## src/hw/rtl/pdir_pkg.sv

```systemverilog
// shared types, constants and helpers for the pulse distance ir frame sender
`timescale 1ns / 1ps
`default_nettype none
package pdir_pkg;

    localparam int FRAME_BITS = 16;
    localparam int BITS_W     = $clog2(FRAME_BITS + 1);
    localparam int RAW_W      = 16;
    localparam int CFG_DATA_W = 18;
    localparam int CFG_IDX_W  = 3;
    localparam int SEG_W      = 12;
    localparam int SINCE_W    = 18;
    localparam int STEP_W     = 16;
    localparam int FRAMES_W   = 3;

    localparam logic [SINCE_W-1:0] SINCE_MAX = {SINCE_W{1'b1}};

    typedef enum logic [1:0] {
        CMD_TICK   = 2'd0,
        CMD_NIBBLE = 2'd1,
        CMD_RAW    = 2'd2,
        CMD_NONE   = 2'd3
    } cmd_t;

    typedef enum logic [CFG_IDX_W-1:0] {
        REG_HEADER_MARK  = 3'd0,
        REG_HEADER_SPACE = 3'd1,
        REG_BIT_MARK     = 3'd2,
        REG_ONE_SPACE    = 3'd3,
        REG_ZERO_SPACE   = 3'd4,
        REG_REPEAT_BASE  = 3'd5,
        REG_REPEAT_STEP  = 3'd6,
        REG_REPEAT_COUNT = 3'd7
    } reg_idx_t;

    localparam logic [SEG_W-1:0]    HEADER_MARK_RST  = 12'd158;
    localparam logic [SEG_W-1:0]    HEADER_SPACE_RST = 12'd1026;
    localparam logic [SEG_W-1:0]    BIT_MARK_RST     = 12'd158;
    localparam logic [SEG_W-1:0]    ONE_SPACE_RST    = 12'd553;
    localparam logic [SEG_W-1:0]    ZERO_SPACE_RST   = 12'd263;
    localparam logic [SINCE_W-1:0]  REPEAT_BASE_RST  = 18'd110000;
    localparam logic [STEP_W-1:0]   REPEAT_STEP_RST  = 16'd40000;
    localparam logic [FRAMES_W-1:0] REPEAT_COUNT_RST = 3'd5;

    typedef struct packed {
        logic [SEG_W-1:0]    header_mark_us;
        logic [SEG_W-1:0]    header_space_us;
        logic [SEG_W-1:0]    bit_mark_us;
        logic [SEG_W-1:0]    one_space_us;
        logic [SEG_W-1:0]    zero_space_us;
        logic [SINCE_W-1:0]  repeat_base_us;
        logic [STEP_W-1:0]   repeat_step_us;
        logic [FRAMES_W-1:0] repeat_frames;
    } cfg_t;

    typedef struct packed {
        logic [FRAME_BITS-1:0] frame;
        logic [SINCE_W-1:0]    period;
        logic [FRAMES_W-1:0]   frames;
    } load_t;

    // zero-extend or truncate a 16-bit frame to the shifter width
    function automatic logic [FRAME_BITS-1:0] fit_frame(input logic [RAW_W-1:0] f);
        logic [FRAME_BITS-1:0] r;
        r = '0;
        for (int i = 0; i < FRAME_BITS; i++)
        begin
            if (i < RAW_W)
            begin
                r[i] = f[i];
            end
        end
        return r;
    endfunction

endpackage
`default_nettype wire

```

## src/hw/rtl/pdir_cmd_if.sv

```systemverilog
// command channel interface of the pulse distance ir frame sender
`timescale 1ns / 1ps
`default_nettype none
interface pdir_cmd_if;
    logic       valid;
    logic       ready;
    logic [1:0] cmd;
    logic [3:0] channel_nibble;
    logic [3:0] mode_nibble;
    logic [3:0] command_nibble;
    logic [15:0] raw_frame;
    logic       repeat_request;

    modport source (
        output valid, cmd, channel_nibble, mode_nibble, command_nibble, raw_frame,
               repeat_request,
        input  ready
    );
    modport sink (
        input  valid, cmd, channel_nibble, mode_nibble, command_nibble, raw_frame,
               repeat_request,
        output ready
    );
endinterface
`default_nettype wire

```

## src/hw/rtl/pdir_res_if.sv

```systemverilog
// result channel interface of the pulse distance ir frame sender
`timescale 1ns / 1ps
`default_nettype none
interface pdir_res_if;
    logic valid;
    logic ready;
    logic ir_on;
    logic busy_res;
    logic rejected;

    modport source (
        output valid, ir_on, busy_res, rejected,
        input  ready
    );
    modport sink (
        input  valid, ir_on, busy_res, rejected,
        output ready
    );
endinterface
`default_nettype wire

```

## src/hw/rtl/pulse_distance_ir_frame_sender.sv

```systemverilog
// top level of the pulse distance ir frame sender
`timescale 1ns / 1ps
`default_nettype none
// Pulse-distance infrared frame sender. Each command transfer yields exactly one result
// transfer. A tick command advances the carrier envelope by one microsecond and reports
// ir_on for that microsecond; a send command (three nibbles with computed parity, or a
// raw 16-bit frame) loads the frame when idle and is flagged in rejected when busy.
// One command is taken per clock cycle: the sequencer updates its state and the result
// register in the same cycle, so a result is registered in the cycle after its command transfer,
// and a new command is taken whenever the result register is empty or being drained.
// Write configuration registers via cfg_we/cfg_idx/cfg_wdata only while idle (unchecked).
module pulse_distance_ir_frame_sender (
    input  wire logic                            clk,
    input  wire logic                            rst_n,
    input  wire logic                            cfg_we,
    input  wire logic [pdir_pkg::CFG_IDX_W-1:0]  cfg_idx,
    input  wire logic [pdir_pkg::CFG_DATA_W-1:0] cfg_wdata,
    pdir_cmd_if.sink                             cmd_ch,
    pdir_res_if.source                           res_ch
);

    pdir_pkg::cfg_t  cfg;
    pdir_pkg::load_t load;
    logic            accept;

    assign cmd_ch.ready = !res_ch.valid || res_ch.ready;
    assign accept       = cmd_ch.valid && cmd_ch.ready;

    pdir_cfg_regs u_cfg_regs (
        .clk       (clk),
        .rst_n     (rst_n),
        .cfg_we    (cfg_we),
        .cfg_idx   (cfg_idx),
        .cfg_wdata (cfg_wdata),
        .cfg       (cfg)
    );

    pdir_frame_build u_frame_build (
        .cmd            (cmd_ch.cmd),
        .channel_nibble (cmd_ch.channel_nibble),
        .mode_nibble    (cmd_ch.mode_nibble),
        .command_nibble (cmd_ch.command_nibble),
        .raw_frame      (cmd_ch.raw_frame),
        .repeat_request (cmd_ch.repeat_request),
        .cfg            (cfg),
        .load           (load)
    );

    pdir_seq u_seq (
        .clk       (clk),
        .rst_n     (rst_n),
        .accept    (accept),
        .cmd       (cmd_ch.cmd),
        .load      (load),
        .cfg       (cfg),
        .out_ready (res_ch.ready),
        .out_valid (res_ch.valid),
        .ir_on     (res_ch.ir_on),
        .busy_res  (res_ch.busy_res),
        .rejected  (res_ch.rejected)
    );

endmodule
`default_nettype wire

```

## src/hw/rtl/pdir_cfg_regs.sv

```systemverilog
// configuration register bank
`timescale 1ns / 1ps
`default_nettype none
module pdir_cfg_regs (
    input  wire logic                          clk,
    input  wire logic                          rst_n,
    input  wire logic                          cfg_we,
    input  wire logic [pdir_pkg::CFG_IDX_W-1:0]  cfg_idx,
    input  wire logic [pdir_pkg::CFG_DATA_W-1:0] cfg_wdata,
    output pdir_pkg::cfg_t                     cfg
);

    pdir_pkg::cfg_t cfg_reg;

    always_ff @(posedge clk or negedge rst_n)
    begin
        if (!rst_n)
        begin
            cfg_reg.header_mark_us  <= pdir_pkg::HEADER_MARK_RST;
            cfg_reg.header_space_us <= pdir_pkg::HEADER_SPACE_RST;
            cfg_reg.bit_mark_us     <= pdir_pkg::BIT_MARK_RST;
            cfg_reg.one_space_us    <= pdir_pkg::ONE_SPACE_RST;
            cfg_reg.zero_space_us   <= pdir_pkg::ZERO_SPACE_RST;
            cfg_reg.repeat_base_us  <= pdir_pkg::REPEAT_BASE_RST;
            cfg_reg.repeat_step_us  <= pdir_pkg::REPEAT_STEP_RST;
            cfg_reg.repeat_frames   <= pdir_pkg::REPEAT_COUNT_RST;
        end
        else if (cfg_we)
        begin
            unique case (pdir_pkg::reg_idx_t'(cfg_idx))
                pdir_pkg::REG_HEADER_MARK:
                    cfg_reg.header_mark_us <= cfg_wdata[pdir_pkg::SEG_W-1:0];
                pdir_pkg::REG_HEADER_SPACE:
                    cfg_reg.header_space_us <= cfg_wdata[pdir_pkg::SEG_W-1:0];
                pdir_pkg::REG_BIT_MARK:
                    cfg_reg.bit_mark_us <= cfg_wdata[pdir_pkg::SEG_W-1:0];
                pdir_pkg::REG_ONE_SPACE:
                    cfg_reg.one_space_us <= cfg_wdata[pdir_pkg::SEG_W-1:0];
                pdir_pkg::REG_ZERO_SPACE:
                    cfg_reg.zero_space_us <= cfg_wdata[pdir_pkg::SEG_W-1:0];
                pdir_pkg::REG_REPEAT_BASE:
                    cfg_reg.repeat_base_us <= cfg_wdata[pdir_pkg::SINCE_W-1:0];
                pdir_pkg::REG_REPEAT_STEP:
                    cfg_reg.repeat_step_us <= cfg_wdata[pdir_pkg::STEP_W-1:0];
                pdir_pkg::REG_REPEAT_COUNT:
                    cfg_reg.repeat_frames <= cfg_wdata[pdir_pkg::FRAMES_W-1:0];
                default:
                    cfg_reg <= cfg_reg;
            endcase
        end
    end

    assign cfg = cfg_reg;

endmodule
`default_nettype wire

```

## src/hw/rtl/pdir_frame_build.sv

```systemverilog
// builds the frame, frame period and frame count for a send command
`timescale 1ns / 1ps
`default_nettype none
module pdir_frame_build (
    input  wire logic [1:0]  cmd,
    input  wire logic [3:0]  channel_nibble,
    input  wire logic [3:0]  mode_nibble,
    input  wire logic [3:0]  command_nibble,
    input  wire logic [15:0] raw_frame,
    input  wire logic        repeat_request,
    input  pdir_pkg::cfg_t   cfg,
    output pdir_pkg::load_t  load
);

    logic [pdir_pkg::RAW_W-1:0]   frame16;
    logic [3:0]                   parity;
    logic [1:0]                   chan;
    logic [pdir_pkg::SINCE_W-1:0] step_sum;
    logic [pdir_pkg::SINCE_W:0]   period_full;
    logic [pdir_pkg::FRAMES_W-1:0] nframes;

    always_comb
    begin
        parity = 4'hF ^ channel_nibble ^ mode_nibble ^ command_nibble;
        if (pdir_pkg::cmd_t'(cmd) == pdir_pkg::CMD_NIBBLE)
        begin
            frame16 = {channel_nibble, mode_nibble, command_nibble, parity};
        end
        else
        begin
            frame16 = raw_frame;
        end

        // channel picks the start-to-start period, saturating
        chan        = frame16[13:12];
        step_sum    = pdir_pkg::SINCE_W'(chan) * pdir_pkg::SINCE_W'(cfg.repeat_step_us);
        period_full = {1'b0, cfg.repeat_base_us} + {1'b0, step_sum};

        nframes = repeat_request ? cfg.repeat_frames : pdir_pkg::FRAMES_W'(1);

        load.frame  = pdir_pkg::fit_frame(frame16);
        load.period = period_full[pdir_pkg::SINCE_W] ? pdir_pkg::SINCE_MAX
                                                     : period_full[pdir_pkg::SINCE_W-1:0];
        load.frames = (nframes == '0) ? pdir_pkg::FRAMES_W'(1) : nframes;
    end

endmodule
`default_nettype wire

```

## src/hw/rtl/pdir_seq.sv

```systemverilog
// frame sequencer with the result register
`timescale 1ns / 1ps
`default_nettype none
module pdir_seq (
    input  wire logic        clk,
    input  wire logic        rst_n,
    input  wire logic        accept,
    input  wire logic [1:0]  cmd,
    input  pdir_pkg::load_t  load,
    input  pdir_pkg::cfg_t   cfg,
    input  wire logic        out_ready,
    output logic             out_valid,
    output logic             ir_on,
    output logic             busy_res,
    output logic             rejected
);

    typedef enum logic [2:0] {
        PH_IDLE   = 3'd0,
        PH_HMARK  = 3'd1,
        PH_HSPACE = 3'd2,
        PH_BMARK  = 3'd3,
        PH_BSPACE = 3'd4,
        PH_STOP   = 3'd5,
        PH_GAP    = 3'd6
    } phase_t;

    localparam int FB = pdir_pkg::FRAME_BITS;
    localparam int BW = pdir_pkg::BITS_W;
    localparam int SW = pdir_pkg::SEG_W;
    localparam int TW = pdir_pkg::SINCE_W;
    localparam int NW = pdir_pkg::FRAMES_W;

    phase_t          phase_reg, phase_next;
    logic [FB-1:0]   shift_reg, shift_next;
    logic [BW-1:0]   bits_reg, bits_next;
    logic [SW-1:0]   seg_reg, seg_next;
    logic [TW-1:0]   since_reg, since_next;
    logic [TW-1:0]   period_reg, period_next;
    logic [NW-1:0]   frames_reg, frames_next;
    logic            out_valid_reg, out_valid_next;
    logic            ir_on_reg, ir_on_next;
    logic            busy_reg, busy_next;
    logic            rej_reg, rej_next;

    logic [SW-1:0]   seg_len;
    logic [SW-1:0]   seg_inc;
    logic [TW-1:0]   since_inc;
    logic [BW-1:0]   bits_dec;
    logic [NW-1:0]   frames_dec;
    logic            is_busy;

    always_comb
    begin
        unique case (phase_reg)
            PH_HMARK:  seg_len = cfg.header_mark_us;
            PH_HSPACE: seg_len = cfg.header_space_us;
            PH_BMARK:  seg_len = cfg.bit_mark_us;
            PH_BSPACE: seg_len = shift_reg[FB-1] ? cfg.one_space_us : cfg.zero_space_us;
            PH_STOP:   seg_len = cfg.bit_mark_us;
            default:   seg_len = '0;
        endcase
    end

    always_comb
    begin
        is_busy    = (phase_reg != PH_IDLE);
        seg_inc    = seg_reg + SW'(1);
        since_inc  = (since_reg < pdir_pkg::SINCE_MAX) ? since_reg + TW'(1) : since_reg;
        bits_dec   = (bits_reg != '0) ? bits_reg - BW'(1) : '0;
        frames_dec = (frames_reg != '0) ? frames_reg - NW'(1) : '0;

        phase_next     = phase_reg;
        shift_next     = shift_reg;
        bits_next      = bits_reg;
        seg_next       = seg_reg;
        since_next     = since_reg;
        period_next    = period_reg;
        frames_next    = frames_reg;
        out_valid_next = out_valid_reg && !out_ready;
        ir_on_next     = ir_on_reg;
        busy_next      = busy_reg;
        rej_next       = rej_reg;

        if (accept)
        begin
            out_valid_next = 1'b1;
            ir_on_next     = 1'b0;
            busy_next      = is_busy;
            rej_next       = 1'b0;
            case (pdir_pkg::cmd_t'(cmd)) inside
                pdir_pkg::CMD_TICK:
                begin
                    ir_on_next = (phase_reg == PH_HMARK) || (phase_reg == PH_BMARK)
                                 || (phase_reg == PH_STOP);
                    if (is_busy)
                    begin
                        since_next = since_inc;
                        if (phase_reg == PH_GAP)
                        begin
                            if (since_inc >= period_reg)
                            begin
                                phase_next = PH_HMARK;
                                seg_next   = '0;
                                since_next = '0;
                                bits_next  = BW'(FB);
                            end
                        end
                        else if (seg_inc < seg_len)
                        begin
                            seg_next = seg_inc;
                        end
                        else
                        begin
                            seg_next = '0;
                            unique case (phase_reg)
                                PH_HMARK:  phase_next = PH_HSPACE;
                                PH_HSPACE: phase_next = PH_BMARK;
                                PH_BMARK:  phase_next = PH_BSPACE;
                                PH_BSPACE:
                                begin
                                    shift_next = {shift_reg[FB-2:0], shift_reg[FB-1]};
                                    bits_next  = bits_dec;
                                    phase_next = (bits_dec != '0) ? PH_BMARK : PH_STOP;
                                end
                                default:
                                begin
                                    frames_next = frames_dec;
                                    if (frames_dec == '0)
                                    begin
                                        phase_next = PH_IDLE;
                                    end
                                    else if (since_inc >= period_reg)
                                    begin
                                        phase_next = PH_HMARK;
                                        since_next = '0;
                                        bits_next  = BW'(FB);
                                    end
                                    else
                                    begin
                                        phase_next = PH_GAP;
                                    end
                                end
                            endcase
                        end
                    end
                end
                pdir_pkg::CMD_NIBBLE, pdir_pkg::CMD_RAW:
                begin
                    busy_next = 1'b1;
                    if (is_busy)
                    begin
                        rej_next = 1'b1;
                    end
                    else
                    begin
                        period_next = load.period;
                        frames_next = load.frames;
                        shift_next  = load.frame;
                        phase_next  = PH_HMARK;
                        seg_next    = '0;
                        since_next  = '0;
                        bits_next   = BW'(FB);
                    end
                end
                default:
                begin
                    busy_next = is_busy;
                end
            endcase
        end
    end

    always_ff @(posedge clk or negedge rst_n)
    begin
        if (!rst_n)
        begin
            phase_reg     <= PH_IDLE;
            shift_reg     <= '0;
            bits_reg      <= '0;
            seg_reg       <= '0;
            since_reg     <= '0;
            period_reg    <= '0;
            frames_reg    <= '0;
            out_valid_reg <= 1'b0;
            ir_on_reg     <= 1'b0;
            busy_reg      <= 1'b0;
            rej_reg       <= 1'b0;
        end
        else
        begin
            phase_reg     <= phase_next;
            shift_reg     <= shift_next;
            bits_reg      <= bits_next;
            seg_reg       <= seg_next;
            since_reg     <= since_next;
            period_reg    <= period_next;
            frames_reg    <= frames_next;
            out_valid_reg <= out_valid_next;
            ir_on_reg     <= ir_on_next;
            busy_reg      <= busy_next;
            rej_reg       <= rej_next;
        end
    end

    assign out_valid = out_valid_reg;
    assign ir_on     = ir_on_reg;
    assign busy_res  = busy_reg;
    assign rejected  = rej_reg;

endmodule
`default_nettype wire
```

## src/flat_wrapper.sv

```systemverilog
// flat-port wrapper written by rule: the top's interface ports become plain ports
module pulse_distance_ir_frame_sender_flat 
  (clk, rst_n, cfg_we, cfg_idx, cfg_wdata, cmd_ch_valid, cmd_ch_cmd, cmd_ch_channel_nibble, cmd_ch_mode_nibble, cmd_ch_command_nibble, cmd_ch_raw_frame, cmd_ch_repeat_request, cmd_ch_ready, res_ch_valid, res_ch_ir_on, res_ch_busy_res, res_ch_rejected, res_ch_ready);
  pdir_cmd_if cmd_ch_i ();
  pdir_res_if res_ch_i ();
  input  wire logic clk;
  input  wire logic rst_n;
  input  wire logic cfg_we;
  input  wire logic [pdir_pkg::CFG_IDX_W-1:0] cfg_idx;
  input  wire logic [pdir_pkg::CFG_DATA_W-1:0] cfg_wdata;
  input wire logic [$bits(cmd_ch_i.valid)-1:0] cmd_ch_valid;
  input wire logic [$bits(cmd_ch_i.cmd)-1:0] cmd_ch_cmd;
  input wire logic [$bits(cmd_ch_i.channel_nibble)-1:0] cmd_ch_channel_nibble;
  input wire logic [$bits(cmd_ch_i.mode_nibble)-1:0] cmd_ch_mode_nibble;
  input wire logic [$bits(cmd_ch_i.command_nibble)-1:0] cmd_ch_command_nibble;
  input wire logic [$bits(cmd_ch_i.raw_frame)-1:0] cmd_ch_raw_frame;
  input wire logic [$bits(cmd_ch_i.repeat_request)-1:0] cmd_ch_repeat_request;
  output wire logic [$bits(cmd_ch_i.ready)-1:0] cmd_ch_ready;
  output wire logic [$bits(res_ch_i.valid)-1:0] res_ch_valid;
  output wire logic [$bits(res_ch_i.ir_on)-1:0] res_ch_ir_on;
  output wire logic [$bits(res_ch_i.busy_res)-1:0] res_ch_busy_res;
  output wire logic [$bits(res_ch_i.rejected)-1:0] res_ch_rejected;
  input wire logic [$bits(res_ch_i.ready)-1:0] res_ch_ready;
  assign cmd_ch_i.valid = cmd_ch_valid;
  assign cmd_ch_i.cmd = cmd_ch_cmd;
  assign cmd_ch_i.channel_nibble = cmd_ch_channel_nibble;
  assign cmd_ch_i.mode_nibble = cmd_ch_mode_nibble;
  assign cmd_ch_i.command_nibble = cmd_ch_command_nibble;
  assign cmd_ch_i.raw_frame = cmd_ch_raw_frame;
  assign cmd_ch_i.repeat_request = cmd_ch_repeat_request;
  assign cmd_ch_ready = cmd_ch_i.ready;
  assign res_ch_valid = res_ch_i.valid;
  assign res_ch_ir_on = res_ch_i.ir_on;
  assign res_ch_busy_res = res_ch_i.busy_res;
  assign res_ch_rejected = res_ch_i.rejected;
  assign res_ch_i.ready = res_ch_ready;
  pulse_distance_ir_frame_sender u_core (.clk(clk), .rst_n(rst_n), .cfg_we(cfg_we), .cfg_idx(cfg_idx), .cfg_wdata(cfg_wdata), .cmd_ch(cmd_ch_i), .res_ch(res_ch_i));
endmodule
```

## config.mk

```make
export PLATFORM = sky130hd
export DESIGN_NAME = pulse_distance_ir_frame_sender_flat
export DESIGN_NICKNAME = d
export VERILOG_FILES = /design/src/hw/rtl/pdir_pkg.sv /design/src/hw/rtl/pdir_cmd_if.sv /design/src/hw/rtl/pdir_res_if.sv /design/src/hw/rtl/pulse_distance_ir_frame_sender.sv /design/src/hw/rtl/pdir_cfg_regs.sv /design/src/hw/rtl/pdir_frame_build.sv /design/src/hw/rtl/pdir_seq.sv /design/src/flat_wrapper.sv
export SDC_FILE = /design/constraint.sdc
export NUM_CORES = 1
export LEC_CHECK = 0
export BUFFER_PORTS_ARGS = -buffer_cell sky130_fd_sc_hd__buf_2
export CELL_PAD_IN_SITES_DETAIL_PLACEMENT = 1
export CELL_PAD_IN_SITES_GLOBAL_PLACEMENT = 1
export CORE_MARGIN = 2
export CORE_UTILIZATION = 35
export CTS_BUF_LIST = sky130_fd_sc_hd__clkbuf_4 sky130_fd_sc_hd__clkbuf_8
export DETAILED_ROUTE_END_ITERATION = 8
export GPL_ROUTABILITY_DRIVEN = 0
export PLACE_DENSITY_LB_ADDON = 0.1
export RECOVER_POWER = 25
export SLEW_MARGIN = 15
export SYNTH_ARGS = -nofsm -noshare
export SYNTH_HDL_FRONTEND = slang
export SYNTH_SLANG_ARGS = --single-unit
```

## constraint.sdc

```tcl
create_clock -name clk -period 4.57 [get_ports clk]
set_input_delay 0.2285 -clock clk [delete_from_list [all_inputs] [get_ports clk]]
set_output_delay 0.2285 -clock clk [all_outputs]
set_load 0.02 [all_outputs]
```

After elaboration in Yosys (flattened, before gate mapping):

Cells that the tools add are included.

* reduce and logical (&&, ||, !) cells: 35
* multipliers: 1
* eq/ne operators: 25
* magnitude comparators: 3
* muxes and demuxes: 66
* bitwise operators: 5
* $add $sub $neg: 5

Operators with widths (number)
* $mux 18: 11
* $mux 16: 8
* $mux 12: 8
* $mux 3: 20
* $pmux 12 s4: 1
* $mux 5: 9
* $eq 3x3->1 const B: 7
* $reduce_and 7->1: 3
* $add 18x18->19: 1
* $add 18x1->18 const B: 1
* $ge 18x18->1: 1
* $lt 18x18->1 const B: 1
* $mul 2x16->18: 1
* $reduce_and 2->1: 8
* $add 12x1->12 const B: 1
* $eq 3x2->1 const B: 4
* $lt 12x12->1: 1
* $pmux 3 s4: 1
* $pmux 5 s2: 1
* $reduce_bool 5->1: 2
* $logic_not 3->1: 3
* $ne 2x2->1 const B: 4
* $reduce_and 4->1: 2
* $xor 4x4->4: 2
* other kinds (23): 39

* output and inout port bits: 5
* word-level logic and storage cells: 159
* input bits: 57
* register bits: 176

Longest topological paths before layout:

* depth in word-level cells: 10
* gate-level depth with buffers: 18
* depth with buffers taken out: 16

Cells and area by module:

A second synthesis with hierarchy kept.

* cell total of the unflattened synthesis: 1086
* area, all modules: 11413.4 um^2

By module, submodules not included
* pdir_seq: seq. area each 1976.9 um^2, times used 1, cells each 605, area an instance 5611.6 um^2
* pdir_cfg_regs: seq. area each 2472.4 um^2, times used 1, cells each 213, area an instance 3900.0 um^2
* pdir_frame_build: seq. area each 0.0 um^2, times used 1, cells each 266, area an instance 1879.3 um^2
* pulse_distance_ir_frame_sender: seq. area each 0.0 um^2, times used 1, cells each 2, area an instance 22.5 um^2

Least setup slack after synthesis:

OpenSTA, ideal clock, no wires.

* path kind: input to register
* from: input port cmd_ch_cmd[1]
* to: register u_core.u_seq.period_reg[10]
* setup time: 0.137 ns
* data required time: 4.433 ns
* path buffers: 3
* arrival: 4.080 ns
* setup slack: 0.353 ns
* stages: 17
* path through: inv_1 ha_1 clkbuf_1 mux2_2 buf_1 nand2_1 fa_1 inv_1 ha_1 a211oi_1 nor2_1 o31a_1 a31o_2 a31oi_1 o21ai_1 clkbuf_1 a2bb2oi_1

* cells in the longest elaborated chain, start to end: 5
* elaborated cells between the ends (all ways): 10
* classes of those cells: add/sub (1); mul (1); eq/ne (2); mux (2); bitwise (1); reduce/logical (3)

Ends and longest elaborated chain
* start: declaration: line flat_wrapper.sv:12 `input wire logic [$bits(cmd_ch_i.cmd)-1:0] cmd_ch_cmd;`
* $eq 2x1->1: line pdir_frame_build.sv:25 `if (pdir_pkg::cmd_t'(cmd) == pdir_pkg::CMD_NIBBLE)`
* $mux 16: line pdir_frame_build.sv:25
* $mul 2x16->18: line pdir_frame_build.sv:36 `step_sum = pdir_pkg::SINCE_W'(chan) * pdir_pkg::SINCE_W'(cfg.repeat_step_us);`
* $add 18x18->19: line pdir_frame_build.sv:37 `period_full = {1'b0, cfg.repeat_base_us} + {1'b0, step_sum};`
* $mux 18: line pdir_frame_build.sv:42 `load.period = period_full[pdir_pkg::SINCE_W] ? pdir_pkg::SINCE_MAX`
* end signal: assignment: line pdir_seq.sv:197 `period_reg <= period_next;`
* end: declaration: line pdir_seq.sv:39 `logic [TW-1:0] period_reg, period_next;`

Several ways; a longest one is shown, not always the timed one.
A chain may end at the register's enable or synchronous reset.

Worst setup path after layout:

* from: register u_core.u_seq.since_reg[0]
* to: register u_core.u_seq.phase_reg[2]

* cells in the longest elaborated chain, start to end: 10
* elaborated cells between the ends (all ways): 13
* classes of those cells: add/sub (1); order compare (2); eq/ne (1); mux (8); reduce/logical (1)

Ends and longest elaborated chain
* start: declaration: line pdir_seq.sv:38 `logic [TW-1:0] since_reg, since_next;`
* start signal: assignment: line pdir_seq.sv:196 `since_reg <= since_next;`
* $add 18x1->18 or $lt 18x18->1 (tied branches): line pdir_seq.sv:69 `since_inc = (since_reg < pdir_pkg::SINCE_MAX) ? since_reg + TW'(1) : since_reg;`
* $mux 18 *: line pdir_seq.sv:69
* $ge 18x18->1 *: line pdir_seq.sv:101, pdir_seq.sv:133
* $mux 3: line pdir_seq.sv:133 `else if (since_inc >= period_reg)`
* $mux 3: line pdir_seq.sv:129 `if (frames_dec == '0)`
* $pmux 3 s4: line pdir_seq.sv:116 `unique case (phase_reg)`
* $mux 3: line pdir_seq.sv:109 `else if (seg_inc < seg_len)`
* $mux 3: line pdir_seq.sv:99 `if (phase_reg == PH_GAP)`
* $mux 3: line pdir_seq.sv:96 `if (is_busy)`
* $mux 3: line pdir_seq.sv:91 `case (pdir_pkg::cmd_t'(cmd)) inside`
* end signal: assignment: line pdir_seq.sv:192 `phase_reg <= phase_next;`
* end: declaration: line pdir_seq.sv:34 `phase_t phase_reg, phase_next;`

Mark *: on every way between the ends. The rest lies on a longest branch, timed or not. The select of a mux whose other input is x is not followed.

==> flow_summary.toml <==
[floorplan]
rows = 64
die_h_um = 179
core_area_um2 = 30400
start_util = 0.354
die-area_um2 = 32200
die_w_um = 179
io_pins = 62

[critical_path]
crit_arrival_ns = 4.66
path_cells = "ha_1, and3_1, and3_1, a311oi_4, and3_1, and2_1, xor2_1, ha_1, a211oi_2, nand2_1, a211oi_1, o211a_1, a21bo_2, a211oi_1, mux2_2"
crit_path_max_fanout = 8
cp_num_buf_inv = 0
cp-start-kind = "flip-flop"
cp_slowest_stage_delay_ns = 0.43
cp_slowest_cell = "dfrtp_1"
cp_common_cell = "and3_1"
required_ns = 4.97
critPathTopFamily = "compound AO/OA/AOI/OAI gates"
end_kind = "flip-flop"
critical_path_class = "flip-flop to flip-flop"

[routing]
drt-wirelength-per-cell_um = 19.1
dr.max_layer_used = "met4"
dr_wl_met2_um = 13200
vias = 7910
drt-pass1-iter-count = 5
dr_wl_met3_um = 710
final_antenna_net_count = 0
drt_iter0_markers = 360
via_per_inst = 5.31
wl_met1_um = 14300
wirelength_um = 28400
post-route-drc-count = 0

[finish]
largest_register_ffs = 97
fin_nets = 1213
finalInstanceArea_um2 = 12000
drive_gt1_frac = 0.261
area_growth_syn_to_layout_pct = 11.5

[clock_network]
clock-sinks = 176
cts_buffer_depth = 2
cts_inserted_buffers = 17
cts_tree = "built"
clk_pin_slew_worst_paths_ns = 0.12
htreeDepth = 4
post-cts-setup-buffer-count = 0
clk_latency_ns = 0.51
cts_root_buffer = "clkbuf_8"

[global_route]
grt_pass1_vias = 8326
overflow = 0
grt_usage = 0.182
antenna_found_initial = 1
grt_pass1_wl_um = 46700
grt_max_degree = 96

[synthesis]
ys_ff_latch = 176
syn_nets = 1146
seq_area_frac_synth = 0.413
netlist_instances = 1014
synthDominantCellAreaShare = 0.325
post-synth-top-count-cell = "dfrtp_1"
avgSynthCellArea_um2 = 10.6
async_reset_ff_frac = 1.00
ys_warn_count = 0
ys_types = 69
synth_ff_type = "dfrtp_1"
synth_common_cells = "dfrtp_1 (140), mux2_2 (123), nand2_1 (90)"
synth_top_area_cell = "dfrtp_1"
synth_area_um2 = 10800
synth_edf_count = 0
netlist_top_cells_area = "dfrtp_1 (33%), mux2_2 (13%), dfstp_2 (8.8%)"

[timing]
rsz0062_at_grt = "no"
setup_violations = 0
period_needed_ns = 4.26
slew_headroom = -0.693
tns_ns = 0
period_share = 0.933
fmax_ghz = 0.235
finalMaxSlewViolations = 96
final-hold-violation-count = 0
fin_skew_ns = 0.0261
worst_pin_slew_ns = 2.54

[run_status]
status = "finished, violations left"
violations = "max-capacitance violations, max-slew violations"

[placement]
placedInstanceArea_um2 = 11600
port_buffers = 61
dp_hpwl_um = 20700

[power_and_ir_drop]
p_per_area_nw_per_um2 = 479
p_leak_nw = 5.43
ir_drop_mv = 0.231
finalPower_mw = 5.75

[min_path]
hp-class = "input port to flip-flop"

[run]
maxCapViolations = 1
==> per-stage QoR <==
stage	instances	hold slack [ns]	utilization	worst slack, ns
after floorplan	1014	-0.0671	-	0.353
after global placement	1450	0.366	0.380	0.214
after detailed placement	1450	0.366	0.381	0.196
after CTS	1489	0.0356	0.396	0.123
after global routing	1489	0.0599	0.394	0.0160
final	1490	0.0738	0.395	0.308
==> power by group <==
| part | internal (mW) | switching, mW |
|---|---|---|
| clock | 0.401 | 0.673 |
| sequential | 2.00 | 0.269 |
| combinational | 1.08 | 1.32 |
==> path summary, 6_finish.rpt <==
path                                                 from                   endpoint  slack, ns  depth (start not counted)
worst max-delay path            u_core.u_seq.since_reg[0]  u_core.u_seq.phase_reg[2]       0.31                         15
worst min-delay path                         cfg_wdata[9]  u_core.u_cfg_regs.cfg[58]       0.07                          2
worst max register to register  u_core.u_seq.since_reg[0]  u_core.u_seq.phase_reg[2]       0.31                         15
worst min register to register      u_core.u_seq.busy_res      u_core.u_seq.busy_res       0.49                          1
max in group asynchronous                           rst_n  u_core.u_cfg_regs.cfg[12]       1.91                          3
min in group asynchronous                           rst_n  u_core.u_seq.since_reg[2]       0.98                          2
==> routing by layer <==
metal	global-route usage	up-vias
met5	0	-
met4	0.0371	0
met3	0.0330	15
met2	0.295	79
met1	0.256	4045
li1	-	3771
==> logic make-up (layout without fill, tap and decap cells) <==
family / after synthesis / after routing / share of synthesized area
simple gates: 217 / 217 / 0.0966
compound gates: 213 / 213 / 0.144
flops: 176 / 176 / 0.413
mux: 157 / 157 / 0.163
buf+inv: 130 / 209 / 0.0482
fa+ha+maj: 75 / 75 / 0.0983
xor+xnor: 46 / 46 / 0.0374
other cells: 0 / 1 / 0
==> cells in the final DEF (no fill, tap or decap), drive strengths merged, types with 6 or more instances in the layout <==
cell           n
dfrtp        140
mux2         128
inv           91
nand2         90
buf           77
ha            59
o21ai         52
dfstp         36
nor2          35
xnor2         34
a21oi         34
mux2i         29
nand3         26
clkbuf        25
a211oi        21
a32o          18
a2bb2oi       17
fa            16
xor2          12
and3          11
a222oi        10
nand4          9
a21o           9
a31oi          8
nor3           8
nand2b         8
dlygate4sd3    8
o22ai          7
a22o           7
nor2b          6
clkinv         6
==> cell type report <==
type | instances | area [um^2]
Sequential cell | 176 | 4450
Fill cell | 3358 | 18400
Tap cell | 396 | 495
Antenna cell | 1 | 2.50
Multi-Input combinational cell | 708 | 5820
Clock inverter | 14 | 145
Inverter | 85 | 319
Clock buffer | 17 | 234
Timing Repair Buffer | 93 | 544
==> timing repair <==
item / 4_1_cts / 5_1_grt
hold endpoints to repair: 79 / 0
endpoints found under the setup margin: 0 / 29
resized for setup: 0 / 3
hold buffers: 8 / 0
Power figures use the tool's default switching activity.
